$ cat src/hw/rtl/msbe_pkg.sv
// Shared sizes and arithmetic-unit interface types for the stack bytecode evaluator.
package msbe_pkg;

    localparam int STACK_DEPTH = 16;
    localparam int NUM_VARS    = 16;
    localparam int NUM_CONSTS  = 16;
    localparam int BYTE_BITS   = 8;

    localparam int WORD_W = 64;
    localparam int RES_W  = 63;

    localparam int SP_AW  = $clog2(STACK_DEPTH);
    localparam int SP_W   = $clog2(STACK_DEPTH + 1);
    localparam int VAR_AW = (NUM_VARS > 1) ? $clog2(NUM_VARS) : 1;
    localparam int CON_AW = (NUM_CONSTS > 1) ? $clog2(NUM_CONSTS) : 1;
    localparam int ALU_CW = $clog2(WORD_W + 1);

    typedef enum logic {
        ALU_DIV,
        ALU_MUL
    } alu_op_t;

    typedef struct packed {
        logic             start;
        alu_op_t          op;
        logic [WORD_W-1:0] a;
        logic [RES_W-1:0]  b;
    } alu_req_t;

    typedef struct packed {
        logic              done;
        logic [WORD_W-1:0] quo;
        logic [RES_W-1:0]  rem;
        logic [RES_W-1:0]  prod;
    } alu_rsp_t;

endpackage

$ cat src/hw/rtl/msbe_alu.sv
// Shared iterative unit: restoring divide and modular shift-add multiply.
module msbe_alu
    import msbe_pkg::*;
(
    input  logic             clk,
    input  logic             rst_n,
    input  alu_req_t         req,
    input  logic [RES_W-1:0] modulus,
    output alu_rsp_t         rsp
);

    logic              busy_reg;
    logic              done_reg;
    alu_op_t           op_reg;
    logic [ALU_CW-1:0] cnt_reg;
    logic [WORD_W-1:0] n_reg;
    logic [WORD_W-1:0] q_reg;
    logic [RES_W-1:0]  rem_reg;
    logic [RES_W-1:0]  d_reg;
    logic [RES_W-1:0]  x_reg;
    logic [RES_W-1:0]  y_reg;
    logic [RES_W-1:0]  acc_reg;

    logic [WORD_W-1:0] div_t;
    logic [WORD_W-1:0] div_sub;
    logic              div_ge;
    logic [RES_W-1:0]  rem_step;
    logic [WORD_W-1:0] sum_a;
    logic [WORD_W-1:0] sum_x;
    logic [RES_W-1:0]  acc_step;
    logic [RES_W-1:0]  x_step;
    logic              small_mod;

    assign small_mod = (modulus < RES_W'(2));
    assign div_t     = {rem_reg, n_reg[WORD_W-1]};
    assign div_ge    = (div_t >= {1'b0, d_reg});
    assign div_sub   = div_t - {1'b0, d_reg};
    assign rem_step  = div_ge ? div_sub[RES_W-1:0] : div_t[RES_W-1:0];

    always_comb
    begin
        logic [WORD_W-1:0] ra;
        logic [WORD_W-1:0] rx;
        sum_a    = {1'b0, acc_reg} + {1'b0, x_reg};
        sum_x    = {1'b0, x_reg} + {1'b0, x_reg};
        ra       = sum_a - {1'b0, modulus};
        rx       = sum_x - {1'b0, modulus};
        acc_step = (sum_a >= {1'b0, modulus}) ? ra[RES_W-1:0] : sum_a[RES_W-1:0];
        x_step   = (sum_x >= {1'b0, modulus}) ? rx[RES_W-1:0] : sum_x[RES_W-1:0];
    end

    always_ff @(posedge clk or negedge rst_n)
    begin
        if (!rst_n)
        begin
            busy_reg <= 1'b0;
            done_reg <= 1'b0;
            op_reg   <= ALU_DIV;
            cnt_reg  <= '0;
        end
        else
        begin
            done_reg <= 1'b0;
            if (!busy_reg)
            begin
                if (req.start)
                begin
                    busy_reg <= 1'b1;
                    op_reg   <= req.op;
                    cnt_reg  <= ALU_CW'(WORD_W);
                end
            end
            else if (op_reg == ALU_DIV)
            begin
                cnt_reg <= cnt_reg - ALU_CW'(1);
                if (cnt_reg == ALU_CW'(1))
                begin
                    busy_reg <= 1'b0;
                    done_reg <= 1'b1;
                end
            end
            else if (y_reg == '0)
            begin
                busy_reg <= 1'b0;
                done_reg <= 1'b1;
            end
        end
    end

    // datapath, no reset
    always_ff @(posedge clk)
    begin
        if (!busy_reg)
        begin
            if (req.start)
            begin
                n_reg   <= req.a;
                d_reg   <= req.b;
                rem_reg <= '0;
                q_reg   <= '0;
                x_reg   <= req.a[RES_W-1:0];
                y_reg   <= req.b;
                acc_reg <= '0;
            end
        end
        else if (op_reg == ALU_DIV)
        begin
            rem_reg <= rem_step;
            q_reg   <= {q_reg[WORD_W-2:0], div_ge};
            n_reg   <= {n_reg[WORD_W-2:0], 1'b0};
        end
        else if (y_reg != '0)
        begin
            if (y_reg[0])
            begin
                acc_reg <= acc_step;
            end
            x_reg <= x_step;
            y_reg <= {1'b0, y_reg[RES_W-1:1]};
        end
    end

    assign rsp.done = done_reg;
    assign rsp.quo  = q_reg;
    assign rsp.rem  = small_mod ? '0 : rem_reg;
    assign rsp.prod = small_mod ? '0 : acc_reg;

endmodule

$ cat config.mk
export PLATFORM = sky130hd
export DESIGN_NAME = msbe_alu
export DESIGN_NICKNAME = d
export VERILOG_FILES = /design/src/hw/rtl/msbe_pkg.sv /design/src/hw/rtl/msbe_alu.sv
export SDC_FILE = /design/constraint.sdc
export NUM_CORES = 1
export LEC_CHECK = 0
export BUFFER_PORTS_ARGS = -buffer_cell sky130_fd_sc_hd__buf_2
export CAP_MARGIN = 20
export CORE_MARGIN = 2
export CORE_UTILIZATION = 43
export CTS_CLUSTER_DIAMETER = 100
export DETAILED_ROUTE_END_ITERATION = 7
export GPL_TIMING_DRIVEN = 1
export REMOVE_ABC_BUFFERS = 1
export SYNTH_ARGS = -nofsm -noshare
export SYNTH_HDL_FRONTEND = slang
export SYNTH_SLANG_ARGS = --single-unit
$ cat constraint.sdc
create_clock -name clk -period 11.7 [get_ports clk]
set_clock_uncertainty 0.2 [all_clocks]
set_input_delay 2.34 -clock clk [delete_from_list [all_inputs] [get_ports clk]]
set_output_delay 2.34 -clock clk [all_outputs]
set_load 0.01 [all_outputs]
After elaboration in Yosys (flattened, before gate mapping). Index checks and enable logic that the tools add are counted.

Bitwise gates (word level): 1. Add/subtract/negate cells: 6. Magnitude comparators: 4. Reduce and logical (&&, ||, !) cells: 7. Mux-type cells: 38. Shift operators: 0. Div/mod/pow operators: 0. $mul: 0. Equal/unequal tests: 5.

Operators by type and width (number): two-way mux 63 bit (20); two-way mux 64 bit (6); >= comparator 64 x 63 -> 1 bit (3); subtractor 63 bit (3); adder 63 x 63 -> 64 bit (2); logical NOT 63 bit (1); less-than comparator 63 x 2 -> 1 bit, second input constant (1); nonzero test 63 bit (1); two-way mux 7 bit (3); two-way mux 1 bit (9); equality test 7 x 1 -> 1 bit, second input constant (1); subtractor 7 x 1 -> 7 bit, second input constant (1); inequality test 2 x 1 -> 1 bit, second input constant (3); AND reduction 2 bit (2); AND reduction 4 bit (1); AND reduction 3 bit (1); inequality test 2 bit, second input constant (1); nonzero test 2 bit (1); inverter 1 bit (1).

Output and inout bits: 191. Memories kept: 0. Latch bits: 0. Bits in registers: 453. Logic and storage cells: 72. Bits in read-only memories: 0. RAM bits: 0.

Longest topological paths before layout.
Depth in word-level cells: 7. Gate-level depth with buffers: 26. Mapped depth without buffers: 23.

Least setup slack after synthesis. Ideal clock, no wire load.

Path type: input to register. From: in req[128] in the netlist's numbering. To: reg acc_reg[0], enable pin. Path slack: 1.483 ns. Stages: 3. Arrival time: 9.590 ns. Required time: 11.072 ns. Cells stage by stage: nor2_1 > nor2_1 > and2_1.

Cells in the longest elaborated chain, start to end: 2.

RTL lines: start: declaration (line msbe_alu.sv:7) `input alu_req_t req,`; nonzero test 2 bit (no source line); AND reduction 4 bit (no source line); end signal: assignment (line msbe_alu.sv:116) `acc_reg <= acc_step;`; end: declaration (line msbe_alu.sv:22) `logic [RES_W-1:0] acc_reg;`.

No other way between the ends. A chain may end at the register's enable or synchronous reset.

==> results.json <==
{
  "avgSynthCellArea_um2": 9.176,
  "final_cell_mix": "edfxtp_1, a21oi_1, nor2_1, buf_2, ha_1",
  "grt_first_pass_wirelength_um": 169000,
  "cp_top_family": "simple AND/OR/NAND/NOR gates",
  "netlist_top_cells_area": "edfxtp_1, ha_1, a21oi_1",
  "cts.path.max_buffers": 3,
  "min_delay_path_depth": 1,
  "synthArstFlopShare": 0.02208,
  "vias": 29892,
  "first_pass_iters": 5,
  "area_growth_pct": 13.36,
  "dieArea_um2": 83580,
  "grt_max_degree": 151,
  "placed_cell_area_um2": 37630,
  "ys_types": 89,
  "cts_made_buffers": 54,
  "core_um2": 80550,
  "antenna_found_initial": 13,
  "final_area_um2": 39620,
  "htree_levels": 2,
  "worstSetupPathType": "in -> out",
  "crit_buf_inv": 3,
  "clk_pin_slew_ns": 0.06,
  "io_pins": 385,
  "status": "finished, final reports clean",
  "die_h_um": 289.1,
  "synth_area_um2": 34950,
  "clkLatencyLatePin_ns": 0.63,
  "via_per_inst": 5.771,
  "reg2reg_depth": 23,
  "drc": 0,
  "ctsHoldBuffers": 0,
  "finalMaxSlewViolations": 0,
  "path_max_fanout": 82,
  "gr-total-overflow": 0,
  "arrival_ns": 5.05,
  "timing.fmax_mhz": 131.7,
  "max_stage_delay_ns": 0.90,
  "maxSlewHeadroom": 0.2743,
  "dp_slack_ns": 4.097,
  "fp.dieW_um": 289.1,
  "post_cts_buffers": 0,
  "fin_crit_sh": 0.6487,
  "end_kind": "primary output",
  "grt_pass1_vias": 28333,
  "drive_gt1_frac": 0.1564,
  "dp_hpwl_um": 87730,
  "cts.sinks": 453,
  "yosysSeqAreaShare": 0.3878,
  "postCtsResizedCells": 0,
  "final_hold_viol_count": 0,
  "io_buffers": 384,
  "nets": 4518,
  "gp_congestion": 0.9710,
  "fin_setup_tns_ns": 0,
  "post_drt_wl_per_cell_um": 21.73,
  "yosysTopAreaCell": "edfxtp_1",
  "first_iter_violations": 2424,
  "synth_cells": 3809,
  "start_util": 0.4339,
  "drv_cap": 0,
  "synthDominantCellAreaShare": 0.3806,
  "grt_usage": 0.2625,
  "min_path_type": "reg -> reg",
  "synth-edff-count": 443,
  "wl_um": 112600,
  "cp_cell_sequence": "buf_2 -> nor4_1 -> nand4_1 -> nor4_2 -> buf_4 -> nor2b_1 -> buf_2",
  "worstPathRequired_ns": 9.16,
  "num_rows": 104,
  "crit_path_top_delay_cell": "nor4_1",
  "ant_nets": 0,
  "ys.flop_type": "edfxtp_1",
  "layout_setup_ws_ns": 4.110,
  "ctsRootBufferMaster": "clkbuf_16",
  "ys_warn_count": 0,
  "hold-worst-slack_ns": 0.3057,
  "cts_tree": "yes",
  "final.min_clock_period_ns": 7.590,
  "worstMarginPinSlew_ns": 1.088,
  "crit_cells": 7,
  "cp_common_cell": "buf_2",
  "synth-seq-cells": 453,
  "setup_violations": 0,
  "rsz0062_at_grt": "false",
  "final_common_cell": "edfxtp_1",
  "start_kind": "input pin"
}
## routing by layer
metal | vias up | share of wire | global-route usage
met4 | 10 | 0.029 | 0.07216
li1 | 14467 | - | -
met5 | - | 0.00052 | 0
met1 | 14221 | 0.44 | 0.3606
met3 | 176 | 0.069 | 0.04031
met2 | 1018 | 0.46 | 0.4303
## stage by stage
stage	util	std cells
2_1_floorplan	-	3605
4_1_cts	0.4916	5172
3_3_place_gp	0.4671	5070
5_1_grt	0.4916	5172
3_5_place_dp	0.4671	5070
6_report	0.4919	5180
## worst reg2reg max path, cell delays in order (launching register included)
cell and delay, ns:
edfxtp_1 0.47, ha_1 0.48, nand2_1 0.12, nor2_1 0.25
nand3_1 0.19, or4_1 0.43, o32ai_1 0.43, nor3_1 0.17
o31ai_1 0.49, a41oi_1 0.22, xnor2_1 0.32, ha_1 0.35
nand4_1 0.15, nor2_1 0.08, a221oi_1 0.33, a31oi_1 0.13
a311o_1 0.34, a21oi_2 0.22, o2bb2ai_2 0.18, o21a_4 0.70
buf_4 0.64, nor2_1 0.14, a21oi_1 0.15, nor2_1 0.06
## layout make-up
class / instances / area [µm²]
clock inverters: 42 / 569.3
clock buffers: 60 / 1404
diodes: 8 / 20.02
repair buffers: 405 / 2117
flip-flops and latches: 453 / 13560
inverters: 208 / 783.3
fillers: 7711 / 40930
well taps: 1060 / 1326
multi-input cells: 2944 / 19840
## cells in the mapped netlist (all sizes together), types with 10 or more instances
library cell	n
o211ai	21
mux2i	52
a21o	160
a211oi	27
xor2	96
or4	11
or3	18
nor3	43
buf	24
nand2	208
nand2b	34
a21oi	426
a41oi	12
inv	208
clkbuf	180
nor2b	174
nor2	385
and2	83
dfrtp	10
nand3	66
mux2	109
nand4	87
nor4	41
o31ai	21
o21a	31
o21ai	186
and3	29
xnor2	129
a31oi	41
ha	254
o21bai	51
edfxtp	443
## cells by family (layout without fill, tap and decap cells)
family                   Yosys count  count (layout)  share of synthesized area
adder cells (fa/ha/maj)          258             258                    0.09322
AO/OA/AOI/OAI                   1085            1085                     0.1939
AND/OR/NAND/NOR                 1215            1215                     0.1732
buffers and inverters            412             715                    0.04554
XOR/XNOR                         225             225                    0.05638
flip-flops                       453             453                     0.3878
other                              0               8                          0
multiplexers                     161             161                    0.05001
## path summary, 6_finish.rpt
path / startpoint / end / slack, ns
setup / recovery: modulus[62] / rsp[34] / 4.11
hold / removal: cnt_reg[4]$_DFFE_PN0P_ / cnt_reg[4]$_DFFE_PN0P_ / 0.31
setup reg to reg: x_reg[23]$_DFFE_PP_ / acc_reg[25]$_SDFFCE_PN0P_ / 4.19
hold reg to reg: cnt_reg[4]$_DFFE_PN0P_ / cnt_reg[4]$_DFFE_PN0P_ / 0.31
max in group asynchronous: rst_n / busy_reg$_DFF_PN0_ / 9.70
min in group asynchronous: rst_n / done_reg$_DFF_PN0_ / 1.36
Power is not shown: default switching activity piles up to over one toggle a cycle in this logic, so the estimate is an artifact.
